<file path="config.mk">
export PLATFORM = sky130hd
export DESIGN_NAME = url_percent_decoder_top
export DESIGN_NICKNAME = d
export VERILOG_FILES = /design/src/rtl/core/upd_pkg.sv /design/src/rtl/core/upd_front.sv /design/src/rtl/core/upd_queue.sv /design/src/rtl/core/upd_back.sv /design/src/rtl/core/url_percent_decoder_top.sv
export SDC_FILE = /design/constraint.sdc
export NUM_CORES = 1
export LEC_CHECK = 0
export ABC_AREA = 1
export BUFFER_PORTS_ARGS = -buffer_cell sky130_fd_sc_hd__buf_4
export CORE_MARGIN = 4
export CORE_UTILIZATION = 35
export DETAILED_ROUTE_END_ITERATION = 8
export GPL_ROUTABILITY_DRIVEN = 0
export PLACE_DENSITY = 0.61
export REMOVE_ABC_BUFFERS = 1
export SLEW_MARGIN = 10
export SYNTH_ARGS = -nofsm -noshare
export SYNTH_HDL_FRONTEND = slang
export SYNTH_SLANG_ARGS = --single-unit
export TNS_END_PERCENT = 30
</file>
<file path="constraint.sdc">
create_clock -name clk -period 6.9 [get_ports clk]
set_input_delay 1.38 -clock clk [delete_from_list [all_inputs] [get_ports clk]]
set_output_delay 1.38 -clock clk [all_outputs]
set_load 0.01 [all_outputs]
</file>
<file path="src/rtl/core/upd_pkg.sv">
`timescale 1ns / 1ps
// ----------------------------------------------------------------------------
// upd_pkg
// Shared types, character constants and hex helpers for the URL percent
// decoder.
// ----------------------------------------------------------------------------
package upd_pkg;

  localparam logic [7:0] CH_PCT   = 8'h25;  // '%'
  localparam logic [7:0] CH_0     = 8'h30;  // '0'
  localparam logic [7:0] CH_9     = 8'h39;  // '9'
  localparam logic [7:0] CH_LA    = 8'h61;  // 'a'
  localparam logic [7:0] CH_LF    = 8'h66;  // 'f'
  localparam logic [7:0] CH_UA    = 8'h41;  // 'A'
  localparam logic [7:0] CH_UF    = 8'h46;  // 'F'
  localparam logic [3:0] HEX_TEN  = 4'd10;

  localparam int unsigned MAX_BYTES = 3;
  localparam int unsigned CNT_W     = 2;   // holds 0..MAX_BYTES
  localparam int unsigned Q_DEPTH   = 2;

  typedef struct packed {
    logic [7:0] in_char;
    logic       is_final;
  } in_t;

  typedef struct packed {
    logic [7:0] out_char;
    logic       run_last;
    logic       string_end;
  } out_t;

  // One transaction's worth of result bytes, handed from front to back.
  typedef struct packed {
    logic [CNT_W-1:0]               cnt;
    logic [MAX_BYTES-1:0][7:0]      bytes;
    logic                           fin;
  } plan_t;

  function automatic logic is_hex(input logic [7:0] c);
    is_hex = ((c >= CH_0)  && (c <= CH_9))  ||
             ((c >= CH_LA) && (c <= CH_LF)) ||
             ((c >= CH_UA) && (c <= CH_UF));
  endfunction

  function automatic logic [3:0] hex_val(input logic [7:0] c);
    logic [7:0] d;
    d = 8'd0;
    if ((c >= CH_0) && (c <= CH_9)) begin
      d = c - CH_0;
    end else if ((c >= CH_LA) && (c <= CH_LF)) begin
      d = c - CH_LA + {4'd0, HEX_TEN};
    end else if ((c >= CH_UA) && (c <= CH_UF)) begin
      d = c - CH_UA + {4'd0, HEX_TEN};
    end
    hex_val = d[3:0];
  endfunction

endpackage

</file>
<file path="src/rtl/core/upd_front.sv">
`timescale 1ns / 1ps
// ----------------------------------------------------------------------------
// upd_front
// Escape tracker: classifies each character and builds the list of result
// bytes it causes.
// ----------------------------------------------------------------------------
module upd_front (
  input  logic           clk,
  input  logic           rst_n,
  input  logic           in_valid,
  output logic           in_ready,
  input  upd_pkg::in_t   in_data,
  input  logic           q_full,
  output logic           q_push,
  output upd_pkg::plan_t q_plan
);

  typedef enum logic [1:0] {
    PH_IDLE,
    PH_PCT,
    PH_DIGIT
  } phase_t;

  phase_t     phase_r, phase_nxt;
  logic [7:0] held_r, held_nxt;

  upd_pkg::plan_t plan;
  logic [7:0]     c;

  always_comb begin
    c         = in_data.in_char;
    plan      = '0;
    plan.fin  = in_data.is_final;
    phase_nxt = PH_IDLE;
    held_nxt  = held_r;

    case (phase_r)
      PH_PCT: begin
        if (upd_pkg::is_hex(c)) begin
          held_nxt  = c;
          phase_nxt = PH_DIGIT;
        end else begin
          plan.bytes[0] = upd_pkg::CH_PCT;
          plan.cnt      = 2'd1;
        end
      end
      PH_DIGIT: begin
        if (upd_pkg::is_hex(c)) begin
          plan.bytes[0] = {upd_pkg::hex_val(held_r), upd_pkg::hex_val(c)};
          plan.cnt      = 2'd1;
        end else begin
          plan.bytes[0] = upd_pkg::CH_PCT;
          plan.bytes[1] = held_r;
          plan.cnt      = 2'd2;
        end
      end
      default: begin
        plan.cnt = 2'd0;
      end
    endcase

    // Fresh character: idle state, or the one that broke an escape.
    if ((phase_r != PH_PCT && phase_r != PH_DIGIT) || !upd_pkg::is_hex(c)) begin
      if (c == upd_pkg::CH_PCT) begin
        phase_nxt = PH_PCT;
      end else begin
        plan.bytes[plan.cnt] = c;
        plan.cnt             = plan.cnt + 2'd1;
      end
    end

    // End of string: flush whatever is still held.
    if (in_data.is_final) begin
      if (phase_nxt == PH_PCT) begin
        plan.bytes[plan.cnt] = upd_pkg::CH_PCT;
        plan.cnt             = plan.cnt + 2'd1;
      end else if (phase_nxt == PH_DIGIT) begin
        plan.bytes[plan.cnt] = upd_pkg::CH_PCT;
        plan.bytes[plan.cnt + 2'd1] = held_nxt;
        plan.cnt             = plan.cnt + 2'd2;
      end
      phase_nxt = PH_IDLE;
      held_nxt  = 8'd0;
    end
  end

  assign in_ready = !q_full;
  assign q_push   = in_valid && in_ready && (plan.cnt != '0);
  assign q_plan   = plan;

  always_ff @(posedge clk) begin
    if (!rst_n) begin
      phase_r <= PH_IDLE;
      held_r  <= 8'd0;
    end else if (in_valid && in_ready) begin
      phase_r <= phase_nxt;
      held_r  <= held_nxt;
    end
  end

endmodule

</file>
<file path="src/rtl/core/upd_queue.sv">
`timescale 1ns / 1ps
// ----------------------------------------------------------------------------
// upd_queue
// Two-entry queue of byte plans between front and back.
// ----------------------------------------------------------------------------
module upd_queue (
  input  logic           clk,
  input  logic           rst_n,
  input  logic           push,
  input  upd_pkg::plan_t push_plan,
  input  logic           pop,
  output logic           full,
  output logic           head_valid,
  output upd_pkg::plan_t head_plan
);

  upd_pkg::plan_t mem_r [upd_pkg::Q_DEPTH];
  logic [$clog2(upd_pkg::Q_DEPTH)-1:0] wr_ptr_r, rd_ptr_r;
  logic [$clog2(upd_pkg::Q_DEPTH+1)-1:0] cnt_r, cnt_nxt;

  assign full       = (cnt_r == ($clog2(upd_pkg::Q_DEPTH+1))'(upd_pkg::Q_DEPTH));
  assign head_valid = (cnt_r != '0);
  assign head_plan  = mem_r[rd_ptr_r];

  always_comb begin
    cnt_nxt = cnt_r;
    if (push && !pop) begin
      cnt_nxt = cnt_r + 1'b1;
    end else if (pop && !push) begin
      cnt_nxt = cnt_r - 1'b1;
    end
  end

  always_ff @(posedge clk) begin
    if (push) begin
      mem_r[wr_ptr_r] <= push_plan;
    end
  end

  always_ff @(posedge clk) begin
    if (!rst_n) begin
      wr_ptr_r <= '0;
      rd_ptr_r <= '0;
      cnt_r    <= '0;
    end else begin
      if (push) begin
        wr_ptr_r <= wr_ptr_r + 1'b1;
      end
      if (pop) begin
        rd_ptr_r <= rd_ptr_r + 1'b1;
      end
      cnt_r <= cnt_nxt;
    end
  end

endmodule

</file>
<file path="src/rtl/core/upd_back.sv">
`timescale 1ns / 1ps
// ----------------------------------------------------------------------------
// upd_back
// Serializer: walks the head plan one byte per cycle, unless the output is
// stalled, into the output register and tags the run and string ends.
// ----------------------------------------------------------------------------
module upd_back (
  input  logic           clk,
  input  logic           rst_n,
  input  logic           head_valid,
  input  upd_pkg::plan_t head_plan,
  output logic           pop,
  output logic           out_valid,
  input  logic           out_ready,
  output upd_pkg::out_t  out_data
);

  logic [upd_pkg::CNT_W-1:0] idx_r, idx_nxt;
  logic                      out_valid_r;
  upd_pkg::out_t             out_r, out_nxt;
  logic                      load, last;

  assign load = head_valid && (!out_valid_r || out_ready);
  assign last = (idx_r == head_plan.cnt - 1'b1);
  assign pop  = load && last;

  always_comb begin
    out_nxt = '0;
    case (idx_r)
      2'd0:    out_nxt.out_char = head_plan.bytes[0];
      2'd1:    out_nxt.out_char = head_plan.bytes[1];
      2'd2:    out_nxt.out_char = head_plan.bytes[2];
      default: out_nxt.out_char = head_plan.bytes[0];
    endcase
    out_nxt.run_last   = last;
    out_nxt.string_end = last && head_plan.fin;
    idx_nxt            = last ? '0 : idx_r + 1'b1;
  end

  always_ff @(posedge clk) begin
    if (load) begin
      out_r <= out_nxt;
    end
  end

  always_ff @(posedge clk) begin
    if (!rst_n) begin
      idx_r       <= '0;
      out_valid_r <= 1'b0;
    end else begin
      if (load) begin
        idx_r       <= idx_nxt;
        out_valid_r <= 1'b1;
      end else if (out_ready) begin
        out_valid_r <= 1'b0;
      end
    end
  end

  assign out_valid = out_valid_r;
  assign out_data  = out_r;

endmodule

</file>
<file path="src/rtl/core/url_percent_decoder_top.sv">
`timescale 1ns / 1ps
// ----------------------------------------------------------------------------
// url_percent_decoder_top
// Streaming URL percent decoder: '%' plus two hex digits becomes one byte,
// broken escapes pass through literally, held characters flush at string end.
// ----------------------------------------------------------------------------
//
//  Channel   Handshake            Payload                              Dir
//  -------   -------------------  -----------------------------------  ---
//  in_       in_valid / in_ready  in_data  {in_char, is_final}         in
//  out_      out_valid/out_ready  out_data {out_char, run_last,        out
//                                            string_end}
//
//  - One input transaction per cycle while each character yields at most
//    one byte and out_ready is high; a multi-byte character holds the
//    serializer until all its bytes are out.
//  - The output register emits one byte per cycle while out_ready is high; a
//    transaction's first byte passes queue write, then output register load.
//  - A two-entry plan queue separates the escape tracker from the serializer,
//    so in_ready drops only when the queue is full.
//  - Synchronous active-low reset returns to idle with nothing held and
//    empties the queue and output register.
//
module url_percent_decoder_top (
  input  logic          clk,
  input  logic          rst_n,
  input  logic          in_valid,
  output logic          in_ready,
  input  upd_pkg::in_t  in_data,
  output logic          out_valid,
  input  logic          out_ready,
  output upd_pkg::out_t out_data
);

  // Front -> queue
  logic           q_push;
  logic           q_full;
  upd_pkg::plan_t q_plan;

  // Queue -> back
  logic           q_pop;
  logic           head_valid;
  upd_pkg::plan_t head_plan;

  // Escape tracker: holds '%' and the first hex digit, builds byte plans.
  upd_front u_front (
    .clk      (clk),
    .rst_n    (rst_n),
    .in_valid (in_valid),
    .in_ready (in_ready),
    .in_data  (in_data),
    .q_full   (q_full),
    .q_push   (q_push),
    .q_plan   (q_plan)
  );

  // Characters that produce no bytes (held escapes) never enter the queue.
  upd_queue u_queue (
    .clk        (clk),
    .rst_n      (rst_n),
    .push       (q_push),
    .push_plan  (q_plan),
    .pop        (q_pop),
    .full       (q_full),
    .head_valid (head_valid),
    .head_plan  (head_plan)
  );

  // Serializer: one byte per cycle unless the output is stalled, run_last on the plan's final byte.
  upd_back u_back (
    .clk        (clk),
    .rst_n      (rst_n),
    .head_valid (head_valid),
    .head_plan  (head_plan),
    .pop        (q_pop),
    .out_valid  (out_valid),
    .out_ready  (out_ready),
    .out_data   (out_data)
  );

endmodule
</file>
After elaboration in Yosys (flattened, before gate mapping)
Memories as Yosys holds them, arrays and structs flattened. A register that Yosys moved wholly into a read port is not among the register bits.
Index checks and enable logic that the tools add are counted.
{"block": "word_totals", "word_cells": 137, "inputBits": 13, "romBits": 0, "output_inout_bits": 12, "mem_bits_rw": 54, "regBits": 27, "latchBits": 0, "mem_count": 1}
{"name": "u_queue.mem_r", "depth": 2, "word_bits": 27, "rd": 1, "rd_ports_with_merged_regs": 1, "write_ports": 1, "line": "upd_queue.sv:17", "text": "upd_pkg::plan_t mem_r [upd_pkg::Q_DEPTH];"}
{"block": "classes", "mul": 0, "n_eq_ne": 11, "bitwise_logic": 3, "n_div": 0, "n_reduce_logical": 30, "n_mux": 45, "n_shift": 0, "addsub": 19, "order_cmp": 18}
{"cell": "two-way mux 26 bit", "count": 5}
{"cell": "two-way mux 8 bit", "count": 9}
{"cell": "bitwise mux 24 bit", "count": 2}
{"cell": "demux 8 bit (select 2 bit)", "count": 3}
{"cell": ">= comparator 8 x 7 -> 1 bit, second input constant", "count": 4}
{"cell": "<= comparator 8 x 7 -> 1 bit, second input constant", "count": 4}
{"cell": "case mux 8 bit (2 select lines)", "count": 2}
{"cell": "two-way mux 4 bit", "count": 6}
{"cell": "subtractor 4 x 1 -> 4 bit, second input constant", "count": 6}
{"cell": "two-way mux 2 bit", "count": 9}
{"cell": "logical AND 1 bit", "count": 17}
{"cell": "adder 4 bit, second input constant", "count": 4}
{"cell": ">= comparator 8 x 6 -> 1 bit, second input constant", "count": 2}
{"cell": "<= comparator 8 x 6 -> 1 bit, second input constant", "count": 2}
{"cell": "bitwise AND 15 bit", "count": 1}
{"cell": "NOT 15 bit", "count": 1}
{"cell": "less-than comparator 2 x 3 -> 1 bit, second input constant", "count": 3}
{"cell": "bitwise OR 9 bit", "count": 1}
{"cell": "adder 2 x 1 -> 2 bit, second input constant", "count": 4}
{"cell": "equality test 2 bit, second input constant", "count": 4}
{"cell": "equality test 8 x 6 -> 1 bit, second input constant", "count": 1}
{"cell": "nonzero test 2 bit", "count": 4}
{"cell": "two-way mux 1 bit", "count": 7}
{"cell": "equality test 2 x 1 -> 1 bit, second input constant", "count": 3}
{"cell": "other kinds (11)", "count": 22}

Logic depth before layout (Yosys ltp)
{"block": "logic_depth", "ltp_word": 29, "depth_mapped": 27, "ltp_nobuf": 26}

Hierarchy
Synthesis repeated with hierarchy kept, for this count alone.
{"block": "unflattened", "cells_unflattened": 514, "area_unflattened_um2": 4692.0}
{"module": "upd_queue", "area_each_um2": 2279.7, "instances": 1, "cells_each": 119, "seq_area_each_um2": 1721.7}
{"module": "upd_front", "area_each_um2": 1704.1, "instances": 1, "cells_each": 310, "seq_area_each_um2": 200.2}
{"module": "upd_back", "area_each_um2": 708.2, "instances": 1, "cells_each": 85, "seq_area_each_um2": 360.3}

Worst setup path after synthesis
No wires, ideal clock.
{"block": "synth_timing", "kind": "in2reg", "from": "input port in_data[2] (netlist bit)", "to": "memory u_queue.mem_r[0][0] (netlist bit), enable pin", "stages": 21, "setup_slack_ns": 1.765, "t_required_ns": 6.489, "n_path_buf": 1, "arrival_time_ns": 4.724, "setup_time_ns": 0.411, "path_cell_list": "inv_1 > ha_1 > nor2_1 > o21ai_0 > nand2_1 > nor2_2 > nor2_1 > buf_4 > inv_1 > ha_1 > nand3_1 > nand2_1 > inv_2 > ha_1 > nand2_1 > nand2_1 > nand3_1 > nand2_1 > nand2_2 > nand2_1 > nor2_1"}
{"block": "synth_between", "elab_chain_cells": 17, "elab_cells_between_ends": 35, "classes_between": "3 x add/sub; 6 x order compare; 3 x eq/ne; 14 x mux; 9 x reduce/logical"}
{"element": "start: declaration", "line": "url_percent_decoder_top.sv:29", "text": "input upd_pkg::in_t in_data,"}
{"element": ">= comparator 8 x 6 -> 1 bit (tied with other cells)", "line": "upd_pkg.sv:41", "text": "is_hex = ((c >= CH_0) && (c <= CH_9)) ||"}
{"element": "logical AND 1 bit, on equally long branches", "line": "upd_pkg.sv:41, upd_pkg.sv:42"}
{"element": "logical OR 1 bit", "line": "upd_pkg.sv:41"}
{"element": "logical OR 1 bit", "line": "upd_pkg.sv:42", "text": "((c >= CH_LA) && (c <= CH_LF)) ||"}
{"element": "two-way mux 2 bit / two-way mux 1 bit (equally long branches)", "line": "upd_front.sv:48, upd_front.sv:39"}
{"element": "case mux 2 bit (2 select lines)", "line": "upd_front.sv:37", "text": "case (phase_r)"}
{"element": "adder 2 x 1 -> 2 bit", "line": "upd_front.sv:68", "text": "plan.cnt = plan.cnt + 2'd1;"}
{"element": "two-way mux 26 bit", "line": "upd_front.sv:64", "text": "if (c == upd_pkg::CH_PCT) begin"}
{"element": "two-way mux 26 bit", "line": "upd_front.sv:63", "text": "if ((phase_r != PH_PCT && phase_r != PH_DIGIT) || !upd_pkg::is_hex(c)) begin"}
{"element": "adder 2 bit", "line": "upd_front.sv:80", "text": "plan.cnt = plan.cnt + 2'd2;"}
{"element": "two-way mux 26 bit", "line": "upd_front.sv:77", "text": "end else if (phase_nxt == PH_DIGIT) begin"}
{"element": "two-way mux 26 bit", "line": "upd_front.sv:74", "text": "if (phase_nxt == PH_PCT) begin"}
{"element": "two-way mux 26 bit *", "line": "upd_front.sv:73", "text": "if (in_data.is_final) begin"}
{"element": "nonzero test 2 bit *", "line": "upd_front.sv:88", "text": "assign q_push = in_valid && in_ready && (plan.cnt != '0);"}
{"element": "logical AND 1 bit *", "line": "upd_front.sv:88"}
{"element": "two-way mux 1 bit *", "line": "upd_queue.sv:35", "text": "if (push) begin"}
{"element": "two-way mux 1 bit (implied by the code) *", "line": "upd_queue.sv:36", "text": "mem_r[wr_ptr_r] <= push_plan;"}
{"element": "end: declaration", "line": "upd_queue.sv:17"}
Mark *: on every way between the ends. The rest lies on a longest branch, timed or not.

Worst setup path in the final report
{"block": "layout_timing", "from": "input port in_data[2] (netlist bit)", "to": "memory u_queue.mem_r[1][1] (netlist bit), enable pin"}
The elaborated chain is that of the path after synthesis.

==> flow_summary.toml <==
[status]
status = "finished, final reports clean"

[critical_path]
worstSetupPathType = "input pin to register"
r2r-start = "u_front.phase_r[1]"
critPathSlowestCell = "inv_1"
crit_family = "simple AND/OR/NAND/NOR gates"
startpoint_type = "input pin"
cp_data_required_time_ps = 6860
worstPathBufferInverterCount = 5
crit_chain = "buf_4, inv_1, ha_1, nor2_1, o21ai_0, nand2_1, nor2_2, nor2_1, inv_1, ha_1, nand3_1, nand2_1, inv_2, ha_1, nand2_1, nand2_1, nand3_1, nand2_1, nand2_2, nand3_2, inv_1"
cp_common_cell = "nand2_1"
cp-end-kind = "register"
critPathMaxFanout = 27
arrival_ps = 5100
slowest_delay_ps = 770
startpoint = "in_data[2]"

[cts]
clock_latency_ps = 340
cts-root-buf = "clkbuf_16"
clk_pin_slew_ps = 60
tritoncts = "yes"
cts_setup_buffers = 0
cts.sinks = 82
cts_made_buffers = 9
htreeDepth = 3
cts_buffer_depth = 2
holdBufCountCts = 0
cts-resized-gates = 0

[synth]
synth_cell_type_count = 37
synth_top_family_by_area = "simple AND/OR/NAND/NOR gates"
syn-cell-area_mm2 = 0.00445
synthSimpleGateAreaFrac_pct = 19.9
synth_flop_cell = "edfxtp_1"
ys_seq_area_share_pct = 51.3
synth_compound_area_share_pct = 15.2
synth.area.mux_share_pct = 0.225
synthArstFlopShare_pct = 0
synth_edf_count = 64
ys_seq_elements = 82
yosysWarnings = 0
syn_avg_cell_area_um2 = 8.68
synth_xor_area_share_pct = 0.984
synth-adder-area-share_pct = 5.90
synth_cells = 513

[routing]
wl_um = 10700
wire_per_inst_um = 15.1
viasPerCell = 5.14
dr.pass1.iters = 5
drcViolationCount = 0
postRouteAntennaNets = 0
vias = 3660
drtIter0Drc = 407

[power]
pwr-share-seq_pct = 45.6
p_clk_share_pct = 30.8
ir_drop_uv = 114
power_frac_comb_pct = 23.6
power_density_mw_per_mm2 = 296
power_switching_mw = 0.452
swShare_pct = 30.0
p_int_mw = 1.05
p_leak_nw = 2.03

[global_route]
grt_max_degree = 29
grt.total_usage_pct = 15.1
grt_pass1_vias = 3448
grt_pass1_wl_um = 17300
antenna_found_initial = 0
grt-ovfl-total = 0

[timing]
max_slew.worst_pin.slew_ps = 1060
hold_violations = 0
finalMaxSlewViolations = 0
fin_hold_ws_ps = 496
rsz0062_at_grt = "false"
fin_ws_ps = 1760
max-slew-margin-rel_pct = 29.3
finalSetupTns_ps = 0
finalCritPeriodShare_pct = 74.5
fmax_mhz = 194
fin_crit_ps = 5140
setup_viol = 0
fin_worst_skew_ps = 6.45

[finish]
antenna_cells = 0
regArea_mm2 = 0.00228
nNetsFinal = 573
stdcell_area_mm2 = 0.00508
syn2layout_area_growth_pct = 14.2
fin_cells = 712
fillCellCount = 1229
multiInputGateArea_mm2 = 0.00188
drive_gt1_share_pct = 11.4

[placed_design]
pre_cts_slack_ps = 1440
placed_cell_area_mm2 = 0.00480
dp_cells = 696
portBuffers = 24
dp_hpwl_um = 7890

[die]
io-pin-count = 25
core_area_mm2 = 0.0122
die_width_um = 121
num_rows = 40
die_height_um = 121
initial_core_util_pct = 36.4
die_area_mm2 = 0.0146

[min_path]
min-delay-start = "u_front.phase_r[0]"
hp-class = "register to register"

[job]
cap_violations = 0
-- final timing paths --
kind                         end  slack [ps]  cells past startpoint
min reg2reg   u_front.phase_r[0]         500                      2
max          u_queue.mem_r[1][1]        1760                     21
min           u_front.phase_r[0]         500                      2
max reg2reg  u_queue.mem_r[1][1]        3010                     16
-- power groups by stage --
stage / combinational (mW) / clock [mW] / sequential [mW]
2_1_floorplan: 0.196 / 0 / 0.707
5_1_grt: 0.401 / 0.497 / 0.696
6_report: 0.354 / 0.463 / 0.686
4_1_cts: 0.361 / 0.472 / 0.687
3_3_place_gp: 0.355 / 0 / 0.695
3_5_place_dp: 0.360 / 0 / 0.696
-- final cells by class --
class / instances / share of cell area [%]
inverters: 61 / 4.50
well taps: 168 / 4.13
clock inverters: 6 / 1.13
clock buffers: 10 / 4.50
multi-input cells: 359 / 37.0
repair buffers: 26 / 3.84
flip-flops and latches: 82 / 44.9
-- synthesized netlist by cell type (4+ instances only) --
cell type	instances	area, um^2
nand3_1	18	90.1
inv_1	52	195
a21oi_1	26	130
ha_1	21	263
nand2_1	104	390
clkbuf_1	6	22.5
edfxtp_1	64	1920
o21ai_0	63	315
nor2_1	66	248
o22ai_1	20	125
a31oi_1	7	43.8
nor2_2	5	31.3
xor2_1	4	35.0
inv_2	7	26.3
dfxtp_1	18	360
-- layer usage --
layer  vias up  track usage (%)  wire length (um)  part of all wire (%)
li1       1789                -                 -                     -
met1      1707             19.0              4660                    43
met2       138             25.1              5170                    48
met3        26             3.41               662                   6.2
met4         0             6.52               242                   2.3
met5         -                0                 0                     0
-- through the flow --
| stage | power (mW) | utilization [%] |
|---|---|---|
| floorplan | 0.904 | - |
| global placement | 1.05 | 39.3 |
| detailed placement | 1.06 | 39.3 |
| CTS | 1.52 | 41.6 |
| global route | 1.59 | 41.6 |
| finish | 1.50 | 41.6 |
-- cells by family (layout without fill, tap and decap cells) --
| group | after synthesis | count (layout) |
|---|---|---|
| AOI/OAI and AO/OA | 123 | 123 |
| buffers and inverters | 72 | 103 |
| adders and majority gates | 21 | 21 |
| and+or+nand+nor | 209 | 209 |
| muxes | 1 | 1 |
| DFF | 82 | 82 |
| xor gates and xnor gates | 5 | 5 |
-- cells in the final DEF, fill, tap and decap left out, drive strengths merged --
cell / instances
dfxtp: 18
a31oi: 7
xnor2: 1
clkbuf: 10
xor2: 4
a21o: 1
o2111ai: 2
o21a: 1
clkinv: 5
nor2: 72
inv: 59
nor3: 4
edfxtp: 64
a21oi: 27
nand3: 20
or2: 2
buf: 26
o21ai: 65
nand3b: 1
clkinvlp: 2
nand2: 107
nand4: 3
o22ai: 20
ha: 21
bufinv: 1
mux2i: 1
-- flip-flops by register name (all words and copies together), names as in the netlist, named ones only --
register,flops
u_queue.mem_r,54
u_back.out_valid,1
u_queue.cnt_r,2
u_queue.wr_ptr_r,1
u_front.phase_r,2
u_front.held_r,8
u_back.out_data,10
u_back.idx_r,2
u_queue.rd_ptr_r,1
-- worst min-delay path, delay by kind of cell, from the launching register on --
family | cells | cell delay (ps)
compound gates | 1 | 60
flops | 1 | 320
simple gates | 1 | 60
(Power assumes the default switching activity.)
